**src/rtl/core/cbuk_pkg.sv**
```systemverilog
// ----------------------------------------------------------------------------
// cbuk_pkg
// Shared types, register numbers, key values and the write-kind merge
// function for the keyed set/clear/invert register block.
// ----------------------------------------------------------------------------
package cbuk_pkg;

  localparam int DISABLE_COUNT_DEF = 7;
  localparam int LOCK_BIT          = 29;

  localparam int DATA_W     = 32;
  localparam int SEL_W      = 4;
  localparam int KEY_W      = 2;
  localparam int IN_USER_W  = 7;  // mode, reg_select, sub_op
  localparam int OUT_USER_W = 3;  // recognized, key_state

  // Register numbers
  localparam logic [SEL_W-1:0] SEL_MAIN   = 4'd0;
  localparam logic [SEL_W-1:0] SEL_KEY    = 4'd1;
  localparam logic [SEL_W-1:0] SEL_DIS0   = 4'd2;
  localparam logic [SEL_W-1:0] SEL_SECOND = 4'd9;
  localparam logic [SEL_W-1:0] SEL_CACHE  = 4'd10;

  // Unlock sequence values
  localparam logic [DATA_W-1:0] KEY_FIRST  = 32'hAA99_6655;
  localparam logic [DATA_W-1:0] KEY_SECOND = 32'h5566_99AA;

  typedef enum logic [1:0] {
    SUB_DIRECT = 2'd0,
    SUB_SET    = 2'd1,
    SUB_CLEAR  = 2'd2,
    SUB_INVERT = 2'd3
  } sub_op_t;

  typedef struct packed {
    logic              mode;        // 1: write access
    logic [SEL_W-1:0]  reg_select;
    sub_op_t           sub_op;
    logic [DATA_W-1:0] write_data;
  } acc_t;

  typedef struct packed {
    logic [DATA_W-1:0] read_data;
    logic              recognized;
    logic [KEY_W-1:0]  key_state;
  } res_t;

  function automatic logic [DATA_W-1:0] merge_write(
    input logic [DATA_W-1:0] cur,
    input logic [DATA_W-1:0] data,
    input sub_op_t           kind
  );
    logic [DATA_W-1:0] val;
    case (kind)
      SUB_DIRECT: val = data;
      SUB_SET:    val = cur | data;
      SUB_CLEAR:  val = cur & ~data;
      SUB_INVERT: val = cur ^ data;
      default:    val = data;
    endcase
    return val;
  endfunction

endpackage

```
**src/rtl/core/config_block_with_unlock_key_core.sv**
```systemverilog
// ----------------------------------------------------------------------------
// config_block_with_unlock_key_core
// Keyed register block with direct/set/clear/invert writes over a stream port.
// ----------------------------------------------------------------------------
// Each input beat is one register access; each access returns exactly one
// result beat. A beat is held in the input register, decoded and applied to
// the register file in a single pass, and its result is captured in the
// output register as soon as that register is empty or being taken. An
// accepted access thus passes the input register and then the output
// register before its result is presented. While a result waits to be taken,
// the input register takes one more access and then holds in_tready low
// until the result moves. Sustained rate is one access per cycle while the
// receiver keeps out_tready high, as each access is read, merged and written
// back in one pass. Writes to the disable words are dropped while the lock
// bit of the main control word is set; the key register always reads zero.
module config_block_with_unlock_key_core
  import cbuk_pkg::*;
#(
  parameter int DISABLE_COUNT = DISABLE_COUNT_DEF
) (
  input  logic                  clk,
  input  logic                  rst_n,
  input  logic                  in_tvalid,
  output logic                  in_tready,
  input  logic [DATA_W-1:0]     in_tdata,   // [31:0] write_data
  input  logic [IN_USER_W-1:0]  in_tuser,   // [0] mode, [4:1] reg_select, [6:5] sub_op
  output logic                  out_tvalid,
  input  logic                  out_tready,
  output logic [DATA_W-1:0]     out_tdata,  // [31:0] read_data
  output logic [OUT_USER_W-1:0] out_tuser   // [0] recognized, [2:1] key_state
);

  acc_t              acc_r;
  acc_t              acc_nxt;
  logic              in_valid_r;
  logic              out_valid_r;
  logic [DATA_W-1:0] out_data_r;
  logic              out_known_r;
  logic [KEY_W-1:0]  out_key_r;
  logic              advance;
  logic              key_wr;
  logic [KEY_W-1:0]  key_state_nxt;
  res_t              res;

  assign advance   = in_valid_r && (!out_valid_r || out_tready);
  assign in_tready = !in_valid_r || advance;

  always_comb begin
    acc_nxt.mode       = in_tuser[0];
    acc_nxt.reg_select = in_tuser[4:1];
    acc_nxt.sub_op     = sub_op_t'(in_tuser[6:5]);
    acc_nxt.write_data = in_tdata;
  end

  always_ff @(posedge clk) begin
    if (!rst_n) begin
      in_valid_r  <= 1'b0;
      out_valid_r <= 1'b0;
    end else begin
      if (in_tready) in_valid_r <= in_tvalid;
      if (advance) begin
        out_valid_r <= 1'b1;
      end else if (out_tready) begin
        out_valid_r <= 1'b0;
      end
    end
  end

  // payload registers: no reset
  always_ff @(posedge clk) begin
    if (in_tready && in_tvalid) acc_r <= acc_nxt;
    if (advance) begin
      out_data_r  <= res.read_data;
      out_known_r <= res.recognized;
      out_key_r   <= res.key_state;
    end
  end

  cbuk_key_fsm u_key_fsm (
    .clk           (clk),
    .rst_n         (rst_n),
    .key_wr        (key_wr),
    .key_data      (acc_r.write_data),
    .key_state_nxt (key_state_nxt)
  );

  cbuk_regs #(
    .DISABLE_COUNT (DISABLE_COUNT)
  ) u_regs (
    .clk           (clk),
    .rst_n         (rst_n),
    .fire          (advance),
    .acc           (acc_r),
    .key_state_nxt (key_state_nxt),
    .key_wr        (key_wr),
    .res           (res)
  );

  assign out_tvalid = out_valid_r;
  assign out_tdata  = out_data_r;
  assign out_tuser  = {out_key_r, out_known_r};

  a_advance_fills_out: assert property (@(posedge clk) disable iff (!rst_n)
    advance |=> out_valid_r)
    else $error("processed access produced no result beat");

  a_no_overwrite: assert property (@(posedge clk) disable iff (!rst_n)
    out_valid_r && !out_tready |-> !advance)
    else $error("pending result overwritten");

endmodule

```
**src/rtl/core/cbuk_key_fsm.sv**
```systemverilog
// ----------------------------------------------------------------------------
// cbuk_key_fsm
// Two-key unlock sequencer. Presents the state that follows the current
// key write so the result beat carries the post-access state.
// ----------------------------------------------------------------------------
module cbuk_key_fsm
  import cbuk_pkg::*;
(
  input  logic              clk,
  input  logic              rst_n,
  input  logic              key_wr,
  input  logic [DATA_W-1:0] key_data,
  output logic [KEY_W-1:0]  key_state_nxt
);

  typedef enum logic [KEY_W-1:0] {
    KS_LOCKED = 2'd0,
    KS_FIRST  = 2'd1,
    KS_OPEN   = 2'd2
  } ks_t;

  ks_t state_r;
  ks_t state_nxt;

  always_comb begin
    state_nxt = state_r;
    if (key_wr) begin
      case (state_r)
        KS_LOCKED: begin
          if (key_data == KEY_FIRST) state_nxt = KS_FIRST;
        end
        KS_FIRST: begin
          state_nxt = (key_data == KEY_SECOND) ? KS_OPEN : KS_LOCKED;
        end
        KS_OPEN: begin
          if (key_data != KEY_FIRST && key_data != KEY_SECOND) state_nxt = KS_LOCKED;
        end
        default: state_nxt = KS_LOCKED;
      endcase
    end
  end

  always_ff @(posedge clk) begin
    if (!rst_n) begin
      state_r <= KS_LOCKED;
    end else begin
      state_r <= state_nxt;
    end
  end

  assign key_state_nxt = KEY_W'(state_nxt);

  a_second_key_opens: assert property (@(posedge clk) disable iff (!rst_n)
    key_wr && state_r == KS_FIRST && key_data == KEY_SECOND |=> state_r == KS_OPEN)
    else $error("second key after first key did not unlock");

  a_hold_without_write: assert property (@(posedge clk) disable iff (!rst_n)
    !key_wr |=> state_r == $past(state_r))
    else $error("key state moved without a key write");

endmodule

```
**src/rtl/core/cbuk_regs.sv**
```systemverilog
// ----------------------------------------------------------------------------
// cbuk_regs
// Register file and access decode. Applies one access per fire and forms
// its result beat from the current register contents.
// ----------------------------------------------------------------------------
module cbuk_regs
  import cbuk_pkg::*;
#(
  parameter int DISABLE_COUNT = DISABLE_COUNT_DEF
) (
  input  logic              clk,
  input  logic              rst_n,
  input  logic              fire,
  input  acc_t              acc,
  input  logic [KEY_W-1:0]  key_state_nxt,
  output logic              key_wr,
  output res_t              res
);

  localparam int IDX_W = (DISABLE_COUNT > 1) ? $clog2(DISABLE_COUNT) : 1;
  localparam logic [SEL_W-1:0] SEL_DIS_LAST = SEL_W'(int'(SEL_DIS0) + DISABLE_COUNT - 1);

  logic [DATA_W-1:0]                    main_r;
  logic [DATA_W-1:0]                    second_r;
  logic [DATA_W-1:0]                    cache_r;
  logic [DISABLE_COUNT-1:0][DATA_W-1:0] dis_r;

  logic              wr;
  logic              is_dis;
  logic              locked;
  logic [IDX_W-1:0]  dis_idx;
  logic              known;
  logic [DATA_W-1:0] rd;

  assign wr      = fire && acc.mode;
  assign is_dis  = (acc.reg_select >= SEL_DIS0) && (acc.reg_select <= SEL_DIS_LAST);
  assign dis_idx = IDX_W'(acc.reg_select - SEL_DIS0);
  assign locked  = main_r[LOCK_BIT];
  assign key_wr  = wr && (acc.reg_select == SEL_KEY);

  always_comb begin
    known = 1'b1;
    rd    = '0;
    if (acc.reg_select == SEL_MAIN) begin
      rd = main_r;
    end else if (acc.reg_select == SEL_KEY) begin
      rd = '0;
    end else if (is_dis) begin
      rd = dis_r[dis_idx];
    end else if (acc.reg_select == SEL_SECOND) begin
      rd = second_r;
    end else if (acc.reg_select == SEL_CACHE) begin
      rd = cache_r;
    end else begin
      known = 1'b0;
    end
  end

  assign res.read_data  = acc.mode ? '0 : rd;
  assign res.recognized = known;
  assign res.key_state  = key_state_nxt;

  always_ff @(posedge clk) begin
    if (!rst_n) begin
      main_r   <= '0;
      second_r <= '0;
      cache_r  <= '0;
      dis_r    <= '0;
    end else if (wr) begin
      if (acc.reg_select == SEL_MAIN) begin
        main_r <= merge_write(main_r, acc.write_data, acc.sub_op);
      end
      if (acc.reg_select == SEL_SECOND) begin
        second_r <= merge_write(second_r, acc.write_data, acc.sub_op);
      end
      if (acc.reg_select == SEL_CACHE) begin
        cache_r <= merge_write(cache_r, acc.write_data, acc.sub_op);
      end
      // drop disable-word writes while the lock bit is set
      for (int i = 0; i < DISABLE_COUNT; i++) begin
        if (is_dis && !locked && dis_idx == IDX_W'(i)) begin
          dis_r[i] <= merge_write(dis_r[i], acc.write_data, acc.sub_op);
        end
      end
    end
  end

  a_read_keeps_state: assert property (@(posedge clk) disable iff (!rst_n)
    fire && !acc.mode |=> $stable(main_r) && $stable(second_r) && $stable(cache_r)
                          && $stable(dis_r))
    else $error("read access changed register contents");

  a_locked_dis_write: assert property (@(posedge clk) disable iff (!rst_n)
    wr && is_dis && locked |=> $stable(dis_r))
    else $error("disable word written while locked");

  a_unknown_reads_zero: assert property (@(posedge clk) disable iff (!rst_n)
    fire && (!known || acc.reg_select == SEL_KEY) |-> res.read_data == '0)
    else $error("key or unimplemented register returned nonzero data");

endmodule

```
**config.mk**
```make
export PLATFORM = sky130hd
export DESIGN_NAME = config_block_with_unlock_key_core
export DESIGN_NICKNAME = d
export VERILOG_FILES = /design/src/rtl/core/cbuk_pkg.sv /design/src/rtl/core/config_block_with_unlock_key_core.sv /design/src/rtl/core/cbuk_key_fsm.sv /design/src/rtl/core/cbuk_regs.sv
export SDC_FILE = /design/constraint.sdc
export NUM_CORES = 1
export LEC_CHECK = 0
export BUFFER_PORTS_ARGS = -buffer_cell sky130_fd_sc_hd__buf_2
export CAP_MARGIN = 20
export CORE_MARGIN = 4
export CORE_UTILIZATION = 55
export CTS_BUF_LIST = sky130_fd_sc_hd__clkbuf_16
export CTS_CLUSTER_DIAMETER = 150
export DETAILED_ROUTE_END_ITERATION = 10
export PLACE_DENSITY = 0.8
export SETUP_SLACK_MARGIN = 0.02
export SYNTH_ARGS = -nofsm -noshare
export SYNTH_HDL_FRONTEND = slang
export SYNTH_HIERARCHICAL = 1
export SYNTH_SLANG_ARGS = --single-unit
```
**constraint.sdc**
```tcl
create_clock -name clk -period 3.5 [get_ports clk]
set_input_delay 0.35 -clock clk [delete_from_list [all_inputs] [get_ports clk]]
set_output_delay 0.35 -clock clk [all_outputs]
set_load 0.1 [all_outputs]
```
# == After elaboration in Yosys (flattened, before gate mapping) ==
# Cells that the tools add are included.
# totals
ff_bits,398
out_inout_bits,37
word_cells,133
# op_classes
reduce_logical,35
n_bitwise,31
n_eq_ne,18
addsub,1
muxes,25
n_lt_le_gt_ge,3
# ops
cell,n
one-hot mux 32 bit (4 select lines),10
bitwise AND 32 bit,10
OR 32 bit,10
bitwise XOR 32 bit,10
two-way mux 32 bit,6
binary-select mux 32 bit (select 3 bit),1
== test 32 x 31 -> 1 bit (second input constant),1
== test 32 bit (second input constant),1
inequality test 32 x 31 -> 1 bit (second input constant),1
inequality test 32 bit (second input constant),1
NOT 32 bit,1
AND reduction 2 bit,10
logical AND 1 bit,14
== test 3 bit (second input constant),3
== test 4 bit (second input constant),2
two-way mux 2 bit,4
== test 2 bit (second input constant),3
== test 3 x 2 -> 1 bit (second input constant),2
one-hot mux 2 bit (3 select lines),1
== test 2 x 1 -> 1 bit (second input constant),2
== test 4 x 1 -> 1 bit (second input constant),1
>= comparator 4 x 2 -> 1 bit (second input constant),1
<= comparator 4 bit (second input constant),1
zero test 2 bit,2
other kinds (10),15

# == Longest topological paths before layout ==
# Gate-level depths: netlist of run 1.
# depth
depth_word,6
depth_mapped,9
mapped_depth_nobuf,8

# == By module ==
# The synthesis of run 1 kept the hierarchy.
# by_module_without_submodules
mod,cells_each,area_each_um2,n_inst
cbuk_regs,4233,31775.5,1
config_block_with_unlock_key_core,84,2333.5,1
cbuk_key_fsm,38,317.8,1

# == Least setup slack after synthesis of run 1 ==
# No wires, ideal clock.
# synth_path
path_type,reg2reg
from,"register out_valid_r, in the netlist out_tvalid"
to,register u_regs/dis_r[90] (netlist bit)
arrival_ns,4.191
path_stages_with_launch,8
setup_slack_ns,-0.770
path_buffers,1
path_cell_list,dfxtp_1 > nor2b_4 > nor2b_1 > nand4b_2 > nor4_4 > clkbuf_1 > nor2_1 > a211oi_2
# synth_between
elab_chain_len,5
# synth_rtl
element,line_no,source
"start, declared",config_block_with_unlock_key_core.sv:36,logic out_valid_r;
"start signal, assigned",config_block_with_unlock_key_core.sv:58,out_valid_r <= 1'b0;
"start signal, assigned",config_block_with_unlock_key_core.sv:62,out_valid_r <= 1'b1;
"start signal, assigned",config_block_with_unlock_key_core.sv:64,out_valid_r <= 1'b0;
zero test 1 bit,config_block_with_unlock_key_core.sv:45,assign advance = in_valid_r && (!out_valid_r || out_tready);
logical OR 1 bit,config_block_with_unlock_key_core.sv:45,
logical AND 1 bit,config_block_with_unlock_key_core.sv:45,
named net advance,config_block_with_unlock_key_core.sv:40,logic advance;
logical AND 1 bit,cbuk_regs.sv:35,assign wr = fire && acc.mode;
AND reduction 2 bit (no source line),--,
"end signal, assigned by index",cbuk_regs.sv:82,"dis_r[i] <= merge_write(dis_r[i], acc.write_data, acc.sub_op);"
"end, declared",cbuk_regs.sv:26,logic [DISABLE_COUNT-1:0][DATA_W-1:0] dis_r;
# The timed path passes the listed nets, and every way through them passes these cells.
# A chain may end at the register's enable or synchronous reset.

# == Final worst setup path of run 1 ==
# layout_path
from,register acc_r[36] (netlist bit)
to,register u_regs/dis_r[4] (netlist bit)
# layout_between
elab_chain_len,5
word_cells_on_any_way,8
cone_classes,add/sub (1); order compare (2); reduce/logical (5)
# layout_rtl
element,line_no,source
"start, declared",config_block_with_unlock_key_core.sv:33,acc_t acc_r;
"start signal, assigned",config_block_with_unlock_key_core.sv:71,if (in_tready && in_tvalid) acc_r <= acc_nxt;
>= comparator 4 x 2 -> 1 bit / <= comparator 4 bit (equally long branches),cbuk_regs.sv:36,assign is_dis = (acc.reg_select >= SEL_DIS0) && (acc.reg_select <= SEL_DIS_LAST);
logical AND 1 bit,cbuk_regs.sv:36,
logical AND 1 bit,cbuk_regs.sv:81,if (is_dis && !locked && dis_idx == IDX_W'(i)) begin
logical AND 1 bit (*),cbuk_regs.sv:81,
AND reduction 2 bit (no source line) (*),--,
# Mark *: on every way between the ends. The rest lies on a longest branch, timed or not.

==> flow_summary.toml, run 1 <==
[sta]
timing.final.crit_share_pct = 84.27
hold_violations = 0
finalSetupViolCount = 0
max_freq_mhz = 339.1
worst_pin_slew_ns = 0.8826
finalClockSkew_ns = 0.01814
maxSlewViolCount = 0
rsz0062_at_grt = "no"
min_period_ns = 2.949
slew_headroom_pct = 40.94
fin_setup_tns_ns = 0

[final_layout]
stdcell_count = 5151
drive_above_1_share_pct = 8.020
fill_cells = 5143
num_antenna_cells = 0
final_nets = 4959
area_delta_synth_final_pct = 8.450

[drt]
drt-pass1-iter-count = 6
drtIter0Drc = 2730
routed_wl_um = 90780
antenna_left = 0
drc = 0
wire_per_inst_um = 17.62
via_per_inst = 5.884
vias = 30310

[synth]
async_flop_share_pct = 0
syn_area_um2 = 34430
synth_cell_types = 51
synth-edff-count = 74
synth_seq_cells = 398
synth.avg_cell_area_um2 = 7.905
synth_ff_type = "dfxtp_1"
syn_inst = 4355
yosysWarningCount = 6
yosysSeqAreaShare_pct = 25.30
synth_nets = 5039

[place]
port_buffers = 79
hpwlAfterDp_um = 55100
dp_cells = 5023
gp_congestion = 0.8016

[grt]
grtUsageTotal_pct = 26.38
grt_overflow = 0
antenna_found_initial = 0
grt_start_max_net_pins = 158
grt_pass1_vias = 28070
grt_pass1_wl_um = 147500

[worst_setup_path]
critical_path_class = "flop to flop"
required_ns = 3.99
cp-start-kind = "flop"
worstPathArrival_ns = 3.44
endpoint_kind = "flop"
worstPathMaxFanout = 44

[die]
die-area_um2 = 66660
fp-row-count = 91
coreArea_um2 = 61830
start_util_pct = 55.68
fp.dieW_um = 258.2
dieHeight_um = 258.2
pin_count = 80

[clock_network]
clk_path_buf_depth = 3
numCtsBuffers = 48
htree_levels = 2
post_cts_buffers = 0
cts_tree = "yes"
ctsResizeCount = 0
clock-root-buffer = "clkbuf_16"
clock_sinks = 398
clock_latency_ns = 0.60
clk_pin_slew_ns = 0.06

[status]
outcome = "finished, final reports clean"

[power]
peakVddDrop_uv = 381.6
pwr_density_cell_nw_per_um2 = 320.3
leakage_nw = 14.60

[min_path]
hold_class = "primary input to flop"

[job]
cap_violations = 0
==> per-layer routing <==
layer	GRT usage [%]	routed length (um)
met1	35.63	39840
met2	43.78	41830
met3	4.207	6581
met4	7.656	2523
met5	0	0
==> cell type report <==
class / instances / area, um^2 / share of cell area, %
clock buffers: 49 / 1226 / 3.284
well taps: 837 / 1047 / 2.805
multi-input cells: 3272 / 23130 / 61.95
repair buffers: 198 / 1587 / 4.249
flip-flops and latches: 398 / 8708 / 23.32
clock inverters: 40 / 290.3 / 0.7775
inverters: 357 / 1348 / 3.609
==> metrics by stage <==
step | hold slack, ns | cell area, um^2 | utilization [%] | setup WS [ns] | total power (W)
detailed placement | 0.5160 | 35430 | 57.30 | 0.6532 | 0.007033
floorplan | 0.4489 | 34430 | - | 0.04883 | 0.006498
CTS | 0.03530 | 37340 | 60.39 | 0.5936 | 0.01200
global placement | 0.5075 | 35430 | 57.30 | 0.7247 | 0.006966
global route | 0.06439 | 37340 | 60.39 | 0.4040 | 0.01245
finish | 0.06642 | 37340 | 60.39 | 0.5507 | 0.01196
==> path summary, 6_finish.rpt <==
check,slack [ns],cells past startpoint,endpoint,startpoint
worst max-delay path,0.55,7,u_regs/dis_r[4],acc_r[36]
worst min-delay path,0.07,2,out_tvalid,rst_n
worst max register to register,0.55,7,u_regs/dis_r[4],acc_r[36]
worst min register to register,0.52,2,u_key_fsm/state_r[1],u_key_fsm/state_r[1]
==> critical path: stages (launching register included) <==
cell      delay [ns]
edfxtp_1        0.49
inv_1           0.19
ha_4            0.53
nand4b_2        0.36
a211oi_4        0.28
buf_4           0.61
nor2_1          0.12
a211oi_1        0.24
==> Yosys cell counts (2+ instances only) <==
library cell,count,area [um^2]
buf_4,9,67.56
a22oi_1,31,232.7
edfxtp_1,74,2222
nor4_1,2,12.51
buf_6,3,33.78
o21a_1,2,15.01
o21ai_1,5,25.02
inv_1,356,1336
a211oi_2,34,425.4
nor2b_1,322,2014
dfxtp_1,324,6486
a211oi_1,288,2162
nor4_4,4,85.08
and4bb_1,3,37.54
clkbuf_1,249,934.7
nand2_1,390,1464
buf_1,9,33.78
nor2_1,356,1336
a21boi_1,3,22.52
buf_2,58,290.3
o211a_1,31,310.3
nand3b_1,4,30.03
ha_1,641,8020
nand2b_1,5,31.28
a21oi_1,321,1607
nor2_2,2,12.51
nor4bb_1,11,110.1
o21ai_0,379,1897
mux4_2,32,720.7
a22o_1,32,280.3
nor3_1,322,1612
mux2_2,32,360.4
nand4_1,3,18.77
==> registers in the layout, summed over array words and instances, names as in the netlist <==
name / cells
out_tdata: 32
u_regs/second_r: 32
u_regs/cache_r: 32
in_valid_r: 1
out_known_r: 1
out_key_r: 2
u_key_fsm/state_r: 2
u_regs/main_r: 32
acc_r: 39
u_regs/dis_r: 224
out_tvalid: 1
==> cells in the final DEF (no fill, tap or decap), drive strengths merged, types with 4 or more instances in the layout <==
| cell | Yosys | routed |
|---|---|---|
| dfxtp | 324 | 324 |
| nand3b | 5 | 5 |
| o21ai | 384 | 384 |
| buf | 79 | 159 |
| clkbuf | 249 | 49 |
| a22o | 32 | 32 |
| nand2b | 5 | 5 |
| nor2b | 323 | 323 |
| edfxtp | 74 | 74 |
| mux2 | 32 | 32 |
| nand2 | 390 | 390 |
| mux4 | 32 | 32 |
| clkinv | 1 | 18 |
| o211a | 31 | 31 |
| ha | 641 | 641 |
| bufinv | 0 | 4 |
| a21oi | 321 | 321 |
| a211oi | 322 | 322 |
| nor4bb | 11 | 11 |
| a22oi | 31 | 31 |
| nor3 | 323 | 323 |
| inv | 356 | 374 |
| nor4 | 7 | 7 |
| nor2 | 358 | 358 |
| dlygate4sd3 | 0 | 39 |
==> power by group <==
part           switching [W]  internal [W]  leakage, nW
clock network        0.00211       0.00283        0.804
registers           0.000112       0.00475         3.32
logic                0.00144      0.000719         10.5
total                0.00366       0.00830         14.6
==> kinds of logic (layout without fill, tap and decap cells) <==
logic type | count (synthesis) | in the layout | share of synthesized area (%)
muxes | 65 | 65 | 3.169
xor gates and xnor gates | 1 | 1 | 0.02545
adders and majority gates | 641 | 641 | 23.30
DFF | 398 | 398 | 25.30
buffers and inverters | 685 | 644 | 7.843
AOI/OAI and AO/OA | 1130 | 1130 | 20.35
and+or+nand+nor | 1435 | 1435 | 20.02
==> repair_timing <==
action / 4_1_cts / 5_1_grt
setup endpoints to repair: 0 / 0
endpoints found under the hold margin: 39 / 0
hold buffers: 39 / 0
(Power assumes the default switching activity.)
==> inputs of run 2 (changes only) <==
Clock period 3.5 ns to 2.4 ns, I/O delays scaled along.
==> run 2 against run 1 <==
Net effect:
- final cell count is 1.3% higher
- clock power up 55%
- register-to-register slack lost 0.40 ns
- core utilization up 1.7 points
- critical endpoint is now u_regs/dis_r[72]
- highest routed layer unchanged
==> flow_summary.toml, run 2 (synthesis results as in run 1) <==
[status]
outcome = "finished, final reports clean"

[final_layout]
fill_cells = 5029
top_regs = "u_regs/dis_r x224, acc_r x39"
area_delta_synth_final_pct = 11.50
largest_register_ffs = 224
drive_above_1_share_pct = 9.719
final_cell_mix = "ha_1, nand2_1, o21ai_0, inv_1, nor2_1"
num_antenna_cells = 0
final_common_cell = "ha_1"
final_nets = 5029
regMostFlops = "u_regs/dis_r"

[power]
switching_share_pct = 30.45
p_sw_w = 0.005501
p_total_w = 0.01807
peakVddDrop_uv = 657.5
pwr-share-seq_pct = 39.2
pwr_density_cell_nw_per_um2 = 470.7
internal-power_w = 0.01257
combinationalPowerShare_pct = 18.4
leakage_nw = 15.08
p_clk_share_pct = 42.4

[drt]
via_per_inst = 5.923
routed_wl_um = 94820
antenna_left = 0
vias = 30920
drtIter0Drc = 3391
drc = 0
drt-pass1-iter-count = 6
wire_per_inst_um = 18.17

[worst_setup_path]
endpoint_kind = "flop"
required_ns = 2.91
crit_start = "acc_r[36]"
critical_path_class = "flop to flop"
cp_slowest_stage_delay_ns = 0.40
rr_worst_depth = 8
rr_endpoint = "u_regs/dis_r[72]"
cp-start-kind = "flop"
worstPathMaxFanout = 18
worstPathArrival_ns = 2.76
cp.depth = 8
crit_chain = "inv_2, ha_4, nand4b_4, nor4_4, buf_4, buf_6, nor2_1, a211oi_1"
crit_family = "simple AND/OR/NAND/NOR gates"
cpMaxStageDelayCell = "ha_4"
critPathBufInv = 3
rr_startpoint = "acc_r[36]"
r2r_setup_slack_ns = 0.15

[sta]
finalSetupViolCount = 0
rsz0062_at_grt = "no"
hold_violations = 0
maxSlewViolCount = 0
finalClockSkew_ns = 0.03625
min_period_ns = 2.252
fin_hold_ws_ns = 0.3434
slew_headroom_pct = 36.70
max_freq_mhz = 444.0
timing.final.crit_share_pct = 93.84
worst_pin_slew_ns = 0.9460

[grt]
antenna_found_initial = 0
grt_start_max_net_pins = 121
grt_pass1_vias = 29020
grt_pass1_wl_um = 152100
grt_overflow = 0
grtUsageTotal_pct = 27.39

[place]
port_buffers = 79
gp_congestion = 0.8338
hpwlAfterDp_um = 57410

[job]
cap_violations = 0

[clock_network]
numCtsBuffers = 48
cts_tree = "yes"
htree_levels = 2
clock_sinks = 398
clk_pin_slew_ns = 0.06
clock_latency_ns = 0.61
clk_path_buf_depth = 3
clock-root-buffer = "clkbuf_16"

[min_path]
worstHoldPathCells = 2
worstHoldStart = "in_tdata[25]"
holdPathEnd = "acc_r[25]"
hold_class = "primary input to flop"

[die]
dieHeight_um = 258.2
fp-row-count = 91
fp.dieW_um = 258.2
pin_count = 80
coreArea_um2 = 61830
die-area_um2 = 66660
start_util_pct = 55.68
## run 2: cell type report
| type | count | area, um^2 | area share (%) |
|---|---|---|---|
| clock buffers | 49 | 1226 | 3.194 |
| clock inverters | 39 | 390.4 | 1.017 |
| inverters | 357 | 1348 | 3.510 |
| well taps | 837 | 1047 | 2.728 |
| multi-input cells | 3272 | 23160 | 60.35 |
| flip-flops and latches | 398 | 8713 | 22.70 |
| repair buffers | 268 | 2497 | 6.506 |
## run 2: metal layers
layer	routed length [um]	GRT usage (%)	vias to the layer above
met2	44090	45.08	1153
met5	0	0	-
met4	3286	9.992	0
met3	7180	4.168	242
li1	-	-	15020
met1	40270	36.59	14500
## run 2: stage by stage
| stage | instance area (um^2) | cells | setup TNS (ns) | setup WS, ns | util, % |
|---|---|---|---|---|---|
| after floorplan | 34520 | 4355 | -15.42 | -0.1743 | - |
| after global placement | 36260 | 5082 | 0 | 0.1592 | 58.64 |
| after detailed placement | 36260 | 5082 | 0 | 0.1067 | 58.64 |
| after CTS | 38300 | 5213 | 0 | 0.08441 | 61.95 |
| after global routing | 38390 | 5220 | 0 | 0.005202 | 62.09 |
| final | 38390 | 5220 | 0 | 0.1477 | 62.09 |
## run 2: how the worst max path moves through the flow
stage                                    to  slack [ns]
after CTS                 u_regs/dis_r[206]        0.08
after floorplan            u_regs/dis_r[87]       -0.17
after detailed placement  u_regs/dis_r[195]        0.11
final                      u_regs/dis_r[72]        0.15
after global routing       u_regs/dis_r[65]       0.005
after global placement    u_regs/dis_r[206]        0.16
## run 2: power by group through the flow
| stage | clock, W | sequential, W | combinational, W |
|---|---|---|---|
| floorplan | 0 | 0.00736 | 0.00212 |
| global placement | 0 | 0.00722 | 0.00306 |
| detailed placement | 0 | 0.00722 | 0.00317 |
| CTS | 0.00772 | 0.00708 | 0.00326 |
| global route | 0.00801 | 0.00709 | 0.00369 |
| finish | 0.00767 | 0.00708 | 0.00332 |
## run 2: worst register-to-register path: cells and delay by family, from the launching register on
family	cells	cell delay, ns
and+or+nand+nor	3	0.63
buffers and inverters	3	0.55
adders and majority gates	1	0.40
DFF	1	0.36
AOI/OAI and AO/OA	1	0.21
## run 2: repair_timing
item,4_1_cts,5_1_grt
setup endpoints to repair,0,61
hold endpoints to repair,43,0
setup buffers,0,5
gates resized for setup,0,7
hold buffers,43,0
